**src/rtl/sfs_pkg.sv**
```systemverilog
// ----------------------------------------------------------------------------
// Sprite frame sequencer package
// Widths, codes and shared types of the sprite frame sequencer.
// ----------------------------------------------------------------------------
package sfs_pkg;

    localparam int FRAMES_MAX  = 64;

    localparam int TIME_W      = 16;
    localparam int COUNT_W     = 7;
    localparam int MODE_W      = 2;
    localparam int WIDTH_W     = 11;
    localparam int KIND_W      = 2;
    localparam int DELTA_W     = 16;
    localparam int ELAPSED_W   = 32;
    localparam int STEP_W      = 7;
    localparam int INDEX_W     = 6;
    localparam int SRC_X_W     = 16;
    localparam int PROD_W      = WIDTH_W + INDEX_W;
    localparam int CFG_INDEX_W = 3;
    localparam int CFG_DATA_W  = 16;

    localparam logic [COUNT_W-1:0] FRAMES_MAX_COUNT = COUNT_W'(FRAMES_MAX);

    localparam logic [TIME_W-1:0]  RESET_FRAME_PERIOD = TIME_W'(100);
    localparam logic [COUNT_W-1:0] RESET_FRAME_COUNT  = COUNT_W'(1);
    localparam logic [WIDTH_W-1:0] RESET_FRAME_WIDTH  = WIDTH_W'(16);

    localparam logic [MODE_W-1:0] MODE_SINGLE = 2'd0;
    localparam logic [MODE_W-1:0] MODE_LOOP   = 2'd1;
    localparam logic [MODE_W-1:0] MODE_BOUNCE = 2'd2;

    typedef enum logic [KIND_W-1:0] {
        KIND_TICK,
        KIND_START,
        KIND_STOP,
        KIND_RESTART
    } kind_t;

    typedef enum logic [CFG_INDEX_W-1:0] {
        REG_FRAME_PERIOD,
        REG_FRAME_COUNT,
        REG_ANIM_MODE,
        REG_FRAME_WIDTH,
        REG_START_REVERSE,
        REG_START_RUNNING
    } cfg_reg_t;

    typedef struct packed {
        logic [TIME_W-1:0]  frame_period;
        logic [COUNT_W-1:0] frame_count;
        logic [MODE_W-1:0]  anim_mode;
        logic [WIDTH_W-1:0] frame_width;
        logic               start_reverse;
        logic               start_running;
    } sfs_cfg_t;

    typedef struct packed {
        logic [ELAPSED_W-1:0] elapsed;
        logic [STEP_W-1:0]    step_count;
        logic                 is_running;
        logic                 is_reverse;
        logic [INDEX_W-1:0]   shown_index;
    } sfs_state_t;

    typedef struct packed {
        logic [INDEX_W-1:0] frame_index;
        logic [SRC_X_W-1:0] src_x;
        logic               running;
        logic               reversed;
    } sfs_result_t;

endpackage

```
**src/rtl/sfs_if.sv**
```systemverilog
// ----------------------------------------------------------------------------
// Sprite frame sequencer channels
// Valid/ready channels for input items, results and register writes.
// ----------------------------------------------------------------------------
interface sfs_item_if;
    logic                       valid;
    logic                       ready;
    logic [sfs_pkg::KIND_W-1:0]  kind;
    logic [sfs_pkg::DELTA_W-1:0] delta;

    modport source (output valid, output kind, output delta, input ready);
    modport sink   (input valid, input kind, input delta, output ready);
endinterface

interface sfs_result_if;
    logic                        valid;
    logic                        ready;
    logic [sfs_pkg::INDEX_W-1:0] frame_index;
    logic [sfs_pkg::SRC_X_W-1:0] src_x;
    logic                        running;
    logic                        reversed;

    modport source (output valid, output frame_index, output src_x, output running,
                    output reversed, input ready);
    modport sink   (input valid, input frame_index, input src_x, input running,
                    input reversed, output ready);
endinterface

interface sfs_cfg_if;
    logic                            valid;
    logic                            ready;
    logic [sfs_pkg::CFG_INDEX_W-1:0] index;
    logic [sfs_pkg::CFG_DATA_W-1:0]  data;

    modport source (output valid, output index, output data, input ready);
    modport sink   (input valid, input index, input data, output ready);
endinterface

```
**src/rtl/sfs_step.sv**
```systemverilog
// ----------------------------------------------------------------------------
// Sprite frame sequencer step logic
// Next animation state and shown-frame result for one tick or event.
// ----------------------------------------------------------------------------
module sfs_step
(
    input  sfs_pkg::sfs_cfg_t              cfg_regs,
    input  sfs_pkg::sfs_state_t            state,
    input  logic [sfs_pkg::KIND_W-1:0]     kind,
    input  logic [sfs_pkg::DELTA_W-1:0]    delta,
    output sfs_pkg::sfs_state_t            state_next,
    output sfs_pkg::sfs_result_t           result
);

    logic [sfs_pkg::COUNT_W-1:0]   used_count;
    logic [sfs_pkg::ELAPSED_W:0]   sum;
    logic [sfs_pkg::ELAPSED_W-1:0] acc;
    logic                          over;
    logic [sfs_pkg::STEP_W-1:0]    step_inc;
    logic [sfs_pkg::STEP_W-1:0]    adv_step;
    logic                          adv_running;
    logic                          adv_reverse;
    logic [sfs_pkg::COUNT_W-1:0]   mirror;
    logic [sfs_pkg::PROD_W-1:0]    prod;

    always_comb
    begin
        if (cfg_regs.frame_count == '0)
        begin
            used_count = sfs_pkg::COUNT_W'(1);
        end
        else if (cfg_regs.frame_count > sfs_pkg::FRAMES_MAX_COUNT)
        begin
            used_count = sfs_pkg::FRAMES_MAX_COUNT;
        end
        else
        begin
            used_count = cfg_regs.frame_count;
        end
    end

    assign sum  = {1'b0, state.elapsed} + (sfs_pkg::ELAPSED_W + 1)'(delta);
    assign acc  = sum[sfs_pkg::ELAPSED_W] ? '1 : sum[sfs_pkg::ELAPSED_W-1:0];
    assign over = acc > sfs_pkg::ELAPSED_W'(cfg_regs.frame_period);
    assign step_inc = state.step_count + sfs_pkg::STEP_W'(1);

    always_comb
    begin
        adv_step    = step_inc;
        adv_running = state.is_running;
        adv_reverse = state.is_reverse;
        if (sfs_pkg::COUNT_W'(step_inc) >= used_count)
        begin
            case (cfg_regs.anim_mode)
                sfs_pkg::MODE_SINGLE:
                begin
                    adv_step    = sfs_pkg::STEP_W'(used_count - sfs_pkg::COUNT_W'(1));
                    adv_running = 1'b0;
                end
                sfs_pkg::MODE_BOUNCE:
                begin
                    adv_step    = (used_count >= sfs_pkg::COUNT_W'(2)) ?
                                  sfs_pkg::STEP_W'(1) : '0;
                    adv_reverse = !state.is_reverse;
                end
                default:
                begin
                    adv_step = '0;
                end
            endcase
        end
    end

    assign mirror = used_count - sfs_pkg::COUNT_W'(1) - sfs_pkg::COUNT_W'(adv_step);

    always_comb
    begin
        state_next = state;
        unique case (sfs_pkg::kind_t'(kind))
            sfs_pkg::KIND_TICK:
            begin
                if (state.is_running)
                begin
                    state_next.elapsed = acc;
                    if (over)
                    begin
                        state_next.elapsed     = acc -
                                                 sfs_pkg::ELAPSED_W'(cfg_regs.frame_period);
                        state_next.step_count  = adv_step;
                        state_next.is_running  = adv_running;
                        state_next.is_reverse  = adv_reverse;
                        state_next.shown_index = adv_reverse ?
                                                 mirror[sfs_pkg::INDEX_W-1:0] :
                                                 adv_step[sfs_pkg::INDEX_W-1:0];
                    end
                end
            end
            sfs_pkg::KIND_START:
            begin
                state_next.is_running = 1'b1;
            end
            sfs_pkg::KIND_STOP:
            begin
                state_next.is_running = 1'b0;
            end
            sfs_pkg::KIND_RESTART:
            begin
                state_next.elapsed     = '0;
                state_next.step_count  = '0;
                state_next.shown_index = '0;
                state_next.is_running  = cfg_regs.start_running;
                state_next.is_reverse  = cfg_regs.start_reverse;
            end
        endcase
    end

    assign prod = sfs_pkg::PROD_W'(cfg_regs.frame_width) * sfs_pkg::PROD_W'(state_next.shown_index);

    assign result.frame_index = state_next.shown_index;
    assign result.src_x       = (prod > sfs_pkg::PROD_W'({sfs_pkg::SRC_X_W{1'b1}})) ?
                                '1 : prod[sfs_pkg::SRC_X_W-1:0];
    assign result.running     = state_next.is_running;
    assign result.reversed    = state_next.is_reverse;

endmodule

```
**src/rtl/sprite_frame_sequencer.sv**
```systemverilog
// ----------------------------------------------------------------------------
// Sprite frame sequencer
// Steps a sprite strip animation on time ticks and control events and
// reports the shown frame and its source x for every item.
// ----------------------------------------------------------------------------
// Channel   Direction  Handshake    Payload
// item      in         valid/ready  kind, delta
// result    out        valid/ready  frame_index, src_x, running, reversed
// cfg       in         valid/ready  index, data (always ready)
//
// Each item passes through the input register and then the result register,
// where its result is presented until it is taken.
// One item is accepted per cycle while results are taken; the step logic
// between the two registers is combinational. When the result is not taken,
// the result register holds, the input register still takes one transfer
// if it is empty, and input ready drops once it is full. Reset loads the
// register defaults and clears the state.
// ----------------------------------------------------------------------------
module sprite_frame_sequencer
(
    input  logic            clk,
    input  logic            rst_n,
    sfs_item_if.sink        item,
    sfs_result_if.source    result,
    sfs_cfg_if.sink         cfg
);

    sfs_pkg::sfs_cfg_t            cfg_reg;
    sfs_pkg::sfs_state_t          state_reg;
    sfs_pkg::sfs_state_t          state_next;
    sfs_pkg::sfs_result_t         step_result;
    sfs_pkg::sfs_result_t         out_reg;

    logic                         s1_valid_reg;
    logic                         s1_valid_next;
    logic [sfs_pkg::KIND_W-1:0]   s1_kind_reg;
    logic [sfs_pkg::DELTA_W-1:0]  s1_delta_reg;
    logic                         out_valid_reg;
    logic                         out_valid_next;
    logic                         out_load;
    logic                         s1_move;
    logic                         item_xfer;

    assign cfg.ready = 1'b1;

    always_ff @(posedge clk or negedge rst_n)
    begin
        if (!rst_n)
        begin
            cfg_reg.frame_period  <= sfs_pkg::RESET_FRAME_PERIOD;
            cfg_reg.frame_count   <= sfs_pkg::RESET_FRAME_COUNT;
            cfg_reg.anim_mode     <= sfs_pkg::MODE_LOOP;
            cfg_reg.frame_width   <= sfs_pkg::RESET_FRAME_WIDTH;
            cfg_reg.start_reverse <= 1'b0;
            cfg_reg.start_running <= 1'b0;
        end
        else if (cfg.valid && cfg.ready)
        begin
            unique case (sfs_pkg::cfg_reg_t'(cfg.index))
                sfs_pkg::REG_FRAME_PERIOD:
                    cfg_reg.frame_period  <= cfg.data[sfs_pkg::TIME_W-1:0];
                sfs_pkg::REG_FRAME_COUNT:
                    cfg_reg.frame_count   <= cfg.data[sfs_pkg::COUNT_W-1:0];
                sfs_pkg::REG_ANIM_MODE:
                    cfg_reg.anim_mode     <= cfg.data[sfs_pkg::MODE_W-1:0];
                sfs_pkg::REG_FRAME_WIDTH:
                    cfg_reg.frame_width   <= cfg.data[sfs_pkg::WIDTH_W-1:0];
                sfs_pkg::REG_START_REVERSE:
                    cfg_reg.start_reverse <= cfg.data[0];
                sfs_pkg::REG_START_RUNNING:
                    cfg_reg.start_running <= cfg.data[0];
                default:
                begin
                end
            endcase
        end
    end

    assign out_load   = !out_valid_reg || result.ready;
    assign s1_move    = s1_valid_reg && out_load;
    assign item.ready = !s1_valid_reg || s1_move;
    assign item_xfer  = item.valid && item.ready;

    always_comb
    begin
        s1_valid_next = s1_valid_reg;
        if (item_xfer)
        begin
            s1_valid_next = 1'b1;
        end
        else if (s1_move)
        begin
            s1_valid_next = 1'b0;
        end
    end

    always_comb
    begin
        out_valid_next = out_valid_reg;
        if (s1_move)
        begin
            out_valid_next = 1'b1;
        end
        else if (result.ready)
        begin
            out_valid_next = 1'b0;
        end
    end

    sfs_step u_step
    (
        .cfg_regs   (cfg_reg),
        .state      (state_reg),
        .kind       (s1_kind_reg),
        .delta      (s1_delta_reg),
        .state_next (state_next),
        .result     (step_result)
    );

    always_ff @(posedge clk or negedge rst_n)
    begin
        if (!rst_n)
        begin
            s1_valid_reg  <= 1'b0;
            out_valid_reg <= 1'b0;
            state_reg     <= '0;
        end
        else
        begin
            s1_valid_reg  <= s1_valid_next;
            out_valid_reg <= out_valid_next;
            if (s1_move)
            begin
                state_reg <= state_next;
            end
        end
    end

    always_ff @(posedge clk)
    begin
        if (item_xfer)
        begin
            s1_kind_reg  <= item.kind;
            s1_delta_reg <= item.delta;
        end
        if (s1_move)
        begin
            out_reg <= step_result;
        end
    end

    assign result.valid       = out_valid_reg;
    assign result.frame_index = out_reg.frame_index;
    assign result.src_x       = out_reg.src_x;
    assign result.running     = out_reg.running;
    assign result.reversed    = out_reg.reversed;

    a_item_loaded: assert property (@(posedge clk) disable iff (!rst_n)
        item_xfer |=> s1_valid_reg)
        else $error("accepted item did not reach the input register");

    a_state_hold: assert property (@(posedge clk) disable iff (!rst_n)
        !s1_move |=> $stable(state_reg))
        else $error("animation state changed without an item");

    a_restart_clear: assert property (@(posedge clk) disable iff (!rst_n)
        (s1_move && s1_kind_reg == sfs_pkg::KIND_RESTART) |=>
        (state_reg.elapsed == '0 && state_reg.step_count == '0 &&
         state_reg.shown_index == '0))
        else $error("restart did not clear the animation state");

    a_result_match: assert property (@(posedge clk) disable iff (!rst_n)
        s1_move |=> (result.valid && result.running == state_reg.is_running &&
                     result.frame_index == state_reg.shown_index))
        else $error("result does not match the updated state");

endmodule
```
**src/flat_wrapper.sv**
```systemverilog
// flat-port wrapper written by rule: the top's interface ports become plain ports
module sprite_frame_sequencer_flat 
  (clk, rst_n, item_valid, item_kind, item_delta, item_ready, result_valid, result_frame_index, result_src_x, result_running, result_reversed, result_ready, cfg_valid, cfg_index, cfg_data, cfg_ready);
  sfs_item_if item_i ();
  sfs_result_if result_i ();
  sfs_cfg_if cfg_i ();
  input  logic clk;
  input  logic rst_n;
  input wire logic [$bits(item_i.valid)-1:0] item_valid;
  input wire logic [$bits(item_i.kind)-1:0] item_kind;
  input wire logic [$bits(item_i.delta)-1:0] item_delta;
  output wire logic [$bits(item_i.ready)-1:0] item_ready;
  output wire logic [$bits(result_i.valid)-1:0] result_valid;
  output wire logic [$bits(result_i.frame_index)-1:0] result_frame_index;
  output wire logic [$bits(result_i.src_x)-1:0] result_src_x;
  output wire logic [$bits(result_i.running)-1:0] result_running;
  output wire logic [$bits(result_i.reversed)-1:0] result_reversed;
  input wire logic [$bits(result_i.ready)-1:0] result_ready;
  input wire logic [$bits(cfg_i.valid)-1:0] cfg_valid;
  input wire logic [$bits(cfg_i.index)-1:0] cfg_index;
  input wire logic [$bits(cfg_i.data)-1:0] cfg_data;
  output wire logic [$bits(cfg_i.ready)-1:0] cfg_ready;
  assign item_i.valid = item_valid;
  assign item_i.kind = item_kind;
  assign item_i.delta = item_delta;
  assign item_ready = item_i.ready;
  assign result_valid = result_i.valid;
  assign result_frame_index = result_i.frame_index;
  assign result_src_x = result_i.src_x;
  assign result_running = result_i.running;
  assign result_reversed = result_i.reversed;
  assign result_i.ready = result_ready;
  assign cfg_i.valid = cfg_valid;
  assign cfg_i.index = cfg_index;
  assign cfg_i.data = cfg_data;
  assign cfg_ready = cfg_i.ready;
  sprite_frame_sequencer u_core (.clk(clk), .rst_n(rst_n), .item(item_i), .result(result_i), .cfg(cfg_i));
endmodule
```
**config.mk**
```make
export PLATFORM = sky130hd
export DESIGN_NAME = sprite_frame_sequencer_flat
export DESIGN_NICKNAME = d
export VERILOG_FILES = /design/src/rtl/sfs_pkg.sv /design/src/rtl/sfs_if.sv /design/src/rtl/sfs_step.sv /design/src/rtl/sprite_frame_sequencer.sv /design/src/flat_wrapper.sv
export SDC_FILE = /design/constraint.sdc
export NUM_CORES = 1
export LEC_CHECK = 0
export BUFFER_PORTS_ARGS = -buffer_cell sky130_fd_sc_hd__buf_2
export CAP_MARGIN = 30
export CELL_PAD_IN_SITES_DETAIL_PLACEMENT = 1
export CELL_PAD_IN_SITES_GLOBAL_PLACEMENT = 1
export CORE_MARGIN = 5
export CORE_UTILIZATION = 29
export CTS_CLUSTER_SIZE = 8
export DETAILED_ROUTE_END_ITERATION = 12
export PLACE_DENSITY = 0.61
export SLEW_MARGIN = 40
export SYNTH_ARGS = -nofsm -noshare
export SYNTH_HDL_FRONTEND = slang
export SYNTH_SLANG_ARGS = --single-unit
```
**constraint.sdc**
```tcl
create_clock -name clk -period 8.5 [get_ports clk]
set_clock_uncertainty 0.1 [all_clocks]
set_input_delay 0.85 -clock clk [delete_from_list [all_inputs] [get_ports clk]]
set_output_delay 0.85 -clock clk [all_outputs]
set_load 0.02 [all_outputs]
```
; ---- Word level (Yosys, flattened, before mapping)
; Index checks and enable logic that the tools add are counted.
[word_totals]
regBits = 129
input_bits = 42
out_inout_bits = 27
word_cells = 83
[op_classes]
add_sub_neg = 5
mul = 1
magnitude_cmp = 5
n_eq_ne = 11
n_mux = 20
n_reduce_logical = 22
[ops]
columns = op, count
row1 = $mux 47, 2
row2 = $pmux 39 s2, 1
row3 = $add 32x16->33, 1
row4 = $gt 32x16->1, 1
row5 = $mux 32, 1
row6 = $sub 32x16->32, 1
row7 = $pmux 7 s2, 2
row8 = $mux 7, 3
row9 = $gt 17x16->1 const B, 1
row10 = $mul 11x6->17, 1
row11 = $reduce_and 2->1, 6
row12 = $mux 1, 9
row13 = $add 7x1->7 const B, 1
row14 = $ge 7x2->1 const B, 1
row15 = $ge 7x7->1, 1
row16 = $gt 7x7->1 const B, 1
row17 = $logic_not 7->1, 1
row18 = $sub 7x1->7 const B, 1
row19 = $eq 2x2->1 const B, 3
row20 = $eq 3x2->1 const B, 2
row21 = $eq 3x3->1 const B, 2
row22 = $mux 6, 1
row23 = $reduce_bool 2->1, 3
row24 = $sub 6x6->6, 1
row25 = 12 further kinds, 17

; ---- Depth between registers and ports, before layout
; Gate-level depths: netlist of the first run.
[depth]
word_depth = 14
depth_mapped = 41
depth_no_buf = 39

; ---- Modules after synthesis
; A second synthesis of the first run with hierarchy kept.
[unflattened]
cells_unflattened = 1184
area_unflattened_um2 = 11242.0
[modules_own_cells]
columns = module, instances, cells_per_inst, area_per_inst_um2, seq_area_each_um2
row1 = sfs_step, 1, 946, 6663.9, 0.0
row2 = sprite_frame_sequencer, 1, 238, 4578.1, 3445.8

; ---- Worst setup path before layout of the first run
; Ideal clock, no wire load.
[synth_path]
path_kind = register to register
from = reg u_core.s1_delta_reg[0] (netlist name)
to = reg u_core.out_reg, in the netlist u_core.result.src_x[11], data pin
setup_ps = 262
arrival_ps = 8854
required_time_ps = 8138
path_slack_ps = -717
path_stages_with_launch = 40
n_path_buf = 5
period_less_slack_ps = 9217
cell_sequence = edfxtp_1 -> ha_1 -> fa_1 -> a211oi_1 -> o211a_1 -> o311ai_4 -> nand3_1 -> clkbuf_1 -> clkbuf_1 -> nand2_1 -> ha_1 -> a21oi_1 -> o21ai_0 -> a221o_1 -> a31oi_1 -> o211ai_1 -> or4_1 -> buf_4 -> [4 not listed] -> fa_1 -> inv_1 -> ha_1 -> inv_1 -> fa_1 -> inv_1 -> ha_1 -> a21o_1 -> a21oi_1 -> o21ai_0 -> a21oi_1 -> o21ai_0 -> a211oi_1 -> o21ai_0 -> nand4_1 -> nand3_1 -> clkbuf_1 -> or2_2
[synth_between]
elab_chain_len = 8
[synth_lines]
columns = item, line
row1 = "start, declared", sprite_frame_sequencer.sv:37  ; logic [sfs_pkg::DELTA_W-1:0] s1_delta_reg;
row2 = "start signal, assigned", sprite_frame_sequencer.sv:144  ; s1_delta_reg <= item.delta;
row3 = $add 32x16->33 (*), sfs_step.sv:42  ; assign sum = {1'b0, state.elapsed} + (sfs_pkg::ELAPSED_W + 1)'(delta);
row4 = $mux 32 (*), sfs_step.sv:43  ; assign acc = sum[sfs_pkg::ELAPSED_W] ? '1 : sum[sfs_pkg::ELAPSED_W-1:0];
row5 = $gt 32x16->1 (*), sfs_step.sv:44  ; assign over = acc > sfs_pkg::ELAPSED_W'(cfg_regs.frame_period);
row6 = $mux 47 (*), sfs_step.sv:85  ; if (over)
row7 = $mux 47 (*), sfs_step.sv:82  ; if (state.is_running)
row8 = $pmux 7 s2 (*), sfs_step.sv:79  ; unique case (sfs_pkg::kind_t'(kind))
row9 = $mul 11x6->17 (*), sfs_step.sv:117  ; assign prod = sfs_pkg::PROD_W'(cfg_regs.frame_width) * sfs_pkg::PROD_W'(state_next.shown_index);
row10 = $gt 17x16->1, sfs_step.sv:120  ; assign result.src_x = (prod > sfs_pkg::PROD_W'({sfs_pkg::SRC_X_W{1'b1}})) ?
row11 = "end signal, assigned", sprite_frame_sequencer.sv:148  ; out_reg <= step_result;
row12 = "end, declared", sprite_frame_sequencer.sv:32  ; sfs_pkg::sfs_result_t out_reg;
; Mark *: on every way between the ends. The rest lies on a longest branch, timed or not. The select of a mux whose other input is x is not followed.
; A chain may end at the register's enable or synchronous reset.

; ---- Worst setup path after layout of the first run
[layout_path]
from = reg u_core.s1_delta_reg[0] (netlist name)
to = reg u_core.out_reg, in the netlist u_core.result.src_x[9], data pin
; Same word-level chain as after synthesis.

==> results of run 1 <==
per-stage QoR:
stage	TNS [ns]	cells	hold WS, ns	worst slack, ns	power (mW)
after floorplan	0	1167	0.354	0.0314	3.35
after global placement	-3.92	1819	0.370	-0.332	4.64
after detailed placement	-6.60	1821	0.380	-0.593	4.72
after CTS	-0.388	1891	0.230	-0.0594	5.87
after global routing	-8.55	1906	0.254	-0.566	6.59
final	-1.64	1907	0.234	-0.128	6.09
Yosys cell counts, drive strengths merged (17+ instances only):
library cell / n
o21ai: 82
nand2b: 29
nor2b: 27
nand2: 128
nand3: 20
edfxtp: 42
clkbuf: 18
a21boi: 20
nor2: 44
dfrtp: 81
buf: 17
ha: 74
nor3: 32
mux2: 22
xnor2: 36
mux2i: 20
inv: 101
a21oi: 57
fa: 40
and2: 33
xor2: 19
power by group:
| part | internal [mW] | switching [mW] | total, mW |
|---|---|---|---|
| Combinational | 2.07 | 2.31 | 4.38 |
| Sequential | 0.837 | 0.132 | 0.969 |
| Clock | 0.425 | 0.317 | 0.741 |
cell families after synthesis:
kind of cell / Yosys count / synth area share
buffers and inverters: 137 / 0.0507
AO/OA/AOI/OAI: 303 / 0.196
AND/OR/NAND/NOR: 386 / 0.185
other: 1 / 0.000349
XOR/XNOR: 55 / 0.0448
flip-flops: 129 / 0.321
multiplexers: 42 / 0.0417
adder cells (fa/ha/maj): 114 / 0.161
worst max-delay path, delay by kind of cell (launching register included):
family,cells,cell delay (ns)
buf+inv,9,0.92
simple gates,5,0.91
compound gates,19,3.54
fa+ha+maj,7,2.41
xor+xnor,1,0.14
flops,1,0.40
cell type report:
type	count	area, um2
well taps	468	586
diodes	1	2.50
clock buffers	19	454
repair buffers	274	1970
flip-flops and latches	129	3450
fillers	4236	22400
multi-input cells	901	7260
clock inverters	13	120
inverters	102	383
routing by layer:
layer  global-route usage  vias up  share of wire
met3               0.0291       37          0.033
met2                0.280      143           0.48
li1                     -     4687              -
met4               0.0473        0          0.018
met5                    0        -              0
met1                0.230     4811           0.47
what timing repair did:
action,CTS,global route
setup endpoints to repair,16,16
pin swaps,52,46
buffers inserted,37,17
resized for setup,64,37
cloned,1,0
worst paths after layout:
path                                          endpoint  slack, ns  cells past startpoint
min in group clk                  u_core.state_reg[26]       0.40                      2
worst min-delay path              u_core.state_reg[28]       0.23                      1
worst min register to register    u_core.state_reg[26]       0.40                      2
max in group asynchronous         u_core.state_reg[12]       7.15                      2
worst max register to register  u_core.result.src_x[9]      -0.13                     41
worst max-delay path            u_core.result.src_x[9]      -0.13                     41
==> impl_metrics.toml, run 1 <==
[timing]
finalHoldViolCount = 0
rsz0062_at_grt = "true"
min_period_ns = 8.63
setup_viol = 16
worst_pin_slew_ns = 0.824
finalCritPeriodShare = 1.02
slew_viol_final = 0
fmax_mhz = 116
worst_slack_ns = -0.128
slew_headroom = 0.448

[routing]
drc = 0
dr.first_iter.drc_count = 375
vias = 9678
ant_nets = 0
totalWireLength_mm = 34.6
detail_route.wl_per_cell_um = 18.2
drtPass1Iterations = 5
via_per_inst = 5.07

[run_status]
status = "complete, but fails checks"
violations = "negative setup slack"

[floorplanning]
coreArea_mm2 = 0.0366
dieArea_mm2 = 0.0410
initial_utilization = 0.294
ioPinCount = 69
row_count = 70
fp.dieW_um = 203
die_y_um = 203

[setup_path]
crit_slowest_cell = "fa_1"
crit_start = "u_core.s1_delta_reg[0]"
path_max_fanout = 6
r2r-start = "u_core.s1_delta_reg[0]"
arrival_ns = 8.82
criticalPathCategory = "flip-flop to flip-flop"
cp.required_ns = 8.69
cp-end-kind = "flip-flop"
start_kind = "flip-flop"
slowest_delay_ns = 0.56

[synth]
netlist_top_cells_area = "dfrtp_1 (19%), edfxtp_1 (12%), ha_1 (8.6%)"
synth_largest_type_area_fraction = 0.189
ys_warn_count = 0
synth_edf_count = 42
synth_ff_type = "dfrtp_1"
yosysUniqueCellTypes = 83
syn-num-nets = 1323
yosys_register_bits = 129
yosysTopAreaCell = "dfrtp_1"
synth-seq-area-share = 0.321
synth.avg_cell_area_um2 = 9.21
postSynth.asyncResetShare = 0.674
syn_inst = 1167
syn_area_mm2 = 0.0108

[clock_network]
clk_latency_ns = 0.44
root_buffer = "clkbuf_16"
clock_path_buffers = 2
numCtsBuffers = 17
cts.sinks = 129
cts_tree = "built"
cts_max_level = 4
cts_hold_buf = 0
clk_pin_slew_ns = 0.07

[finish]
final_cell_mix = "buf_4 (196), nand2_1 (125), inv_1 (93)"
largest_reg_flops = 47
final_area_mm2 = 0.0142
fin_util = 0.388
final_common_cell = "buf_4"
syn_to_final_growth_pct = 32.2
layout-drive-gt1-share = 0.307
final_net_count = 1581

[min_path]
min_path_type = "primary input to async pin"

[global_route]
grtUsageTotal = 0.169
grt_pass1_vias = 10400
antenna_found_initial = 1
grt_first_pass_wirelength_mm = 56.1
grt-ovfl-total = 0
grt_max_degree = 62

[placement]
place_congestion = 0.868
hpwl_mm = 26.5
place_area_mm2 = 0.0128
port_buffers = 67

[power]
p_leak_nw = 6.48
ir_drop_uv = 295
power.density_mw_per_mm2 = 428

[job]
maxCapViolCount = 0
Note: power is estimated with default switching activity, not from simulation.
==> inputs of run 2 (changes only) <==
- PLACE_DENSITY: 0.61 -> 0.5
- clock period: 8.5 -> 9.3 ns (I/O delays scaled with it)
==> impl_metrics.toml, run 2 (same netlist as run 1, synthesis figures left out) <==
[global_route]
grt_first_pass_wirelength_mm = 54.7
grtUsageTotal = 0.169
grt-ovfl-total = 0
grt_pass1_vias = 9339
antenna_found_initial = 1
grt_max_degree = 65

[finish]
largest_reg_flops = 47
layout-drive-gt1-share = 0.193
fin_util = 0.349
final_net_count = 1436
syn_to_final_growth_pct = 18.9
final_cell_mix = "nand2_1 (126), inv_1 (101), dfrtp_1 (81)"
antenna_cells = 0
final_common_cell = "nand2_1"
final_area_mm2 = 0.0128

[setup_path]
crit_top_cell = "ha_1"
start_kind = "flip-flop"
reg2reg_depth = 36
crit_slowest_cell = "fa_1"
r2r_setup_slack_ns = 0.36
arrival_ns = 9.14
slowest_delay_ns = 0.61
criticalPathCategory = "flip-flop to flip-flop"
reg2reg_to = "u_core.result.src_x[5]"
path_max_fanout = 8
r2r-start = "u_core.s1_delta_reg[0]"
cp-end-kind = "flip-flop"
cp.required_ns = 9.50

[job]
maxCapViolCount = 0

[power]
p_leak_nw = 5.73
p_comb_frac = 0.665
ir_drop_uv = 149
switching_share = 0.484
pwr-share-clk = 0.147
seqPwrFrac = 0.188
finalPower_mw = 4.81
internal_power_mw = 2.48
p_switching_mw = 2.33
power.density_mw_per_mm2 = 376

[timing]
fmax_mhz = 112
slew_viol_final = 0
setup_tns_ns = 0
finalCritPeriodShare = 0.962
min_period_ns = 8.94
slew_headroom = 0.450
finalHoldViolCount = 0
setup_viol = 0
worst_pin_slew_ns = 0.823
holdWs_ns = 0.287

[routing]
detail_route.wl_per_cell_um = 19.6
totalWireLength_mm = 34.5
drtPass1Iterations = 4
dr.first_iter.drc_count = 367
via_per_inst = 5.16
ant_nets = 0
drc = 0
vias = 9078

[placement]
place_congestion = 0.821
place_area_mm2 = 0.0120
port_buffers = 67
hpwl_mm = 27.0

[clock_network]
root_buffer = "clkbuf_16"
cts.sinks = 129
cts_hold_buf = 0
clk_pin_slew_ns = 0.07
numCtsBuffers = 17
cts_max_level = 4
cts_tree = "built"
clock_path_buffers = 2
clk_latency_ns = 0.44

[floorplanning]
initial_utilization = 0.294
row_count = 70
ioPinCount = 69
fp.dieW_um = 203
coreArea_mm2 = 0.0366
dieArea_mm2 = 0.0410
die_y_um = 203

[run_status]
status = "finished, final reports clean"

[min_path]
min_path_type = "primary input to async pin"
run 2: changes by cell type in the layout (fill, tap and decap cells not counted), moves of 4 or more:
cell,before,now
buf_4,196,59
ha_1,61,73
ha_4,11,1
inv_1,93,101
inv_2,8,0
buf_6,8,1
o21ai_2,9,2
o21ai_1,7,12
nand2b_1,25,29
nand2b_4,4,0
run 2: layout make-up:
cell class / count / area, um2
timing repair buffer: 128 / 812
fill: 4255 / 23800
clock inverter: 12 / 105
clock buffer: 20 / 500
multi-input combinational: 902 / 6950
tap: 468 / 586
inverter: 102 / 383
sequential: 129 / 3450
run 2: stage by stage:
step	worst slack [ns]	instances
floorplan	0.0834	1167
global route	-0.0741	1761
detailed placement	-0.366	1722
finish	0.356	1761
CTS	0.0132	1754
global placement	-0.204	1722
run 2: routing by layer:
layer / GRT usage / share of wire
met1: 0.253 / 0.52
met4: 0.0419 / 0.012
met2: 0.258 / 0.45
met5: 0 / 0
met3: 0.0220 / 0.025
run 2: worst max-delay path: cells and delay by family (launching register included):
kind,cells,cell delay (ns)
buffers and inverters,4,0.52
and+or+nand+nor,6,1.43
DFF,1,0.38
adders and majority gates,7,2.37
AOI/OAI and AO/OA,19,3.98
run 2: how the worst max path moves through the flow:
stage	from	endpoint	slack (ns)	cells after the start
2_1_floorplan	u_core.s1_delta_reg[0]	u_core.result.src_x[11]	0.08	39
3_3_place_gp	u_core.cfg_reg[20]	u_core.result.src_x[11]	-0.20	36
3_5_place_dp	u_core.cfg_reg[20]	u_core.result.src_x[2]	-0.37	37
4_1_cts	u_core.s1_delta_reg[0]	u_core.result.src_x[11]	0.01	37
5_1_grt	u_core.state_reg[15]	u_core.result.src_x[15]	-0.07	37
6_report	u_core.s1_delta_reg[0]	u_core.result.src_x[5]	0.36	36
run 2: what timing repair did:
| item | 4_1_cts | 5_1_grt |
|---|---|---|
| setup endpoints to repair | 16 | 16 |
| gates resized for setup | 6 | 41 |
| buffers inserted | 0 | 4 |
| pin swaps | 3 | 9 |
| cloned | 0 | 1 |
run 2: power groups by stage:
stage	logic (mW)	registers, mW	clock network, mW
floorplan	2.13	0.904	0
global placement	3.10	0.912	0
detailed placement	3.12	0.913	0
CTS	3.14	0.905	0.735
global route	3.56	0.928	0.753
finish	3.20	0.907	0.707
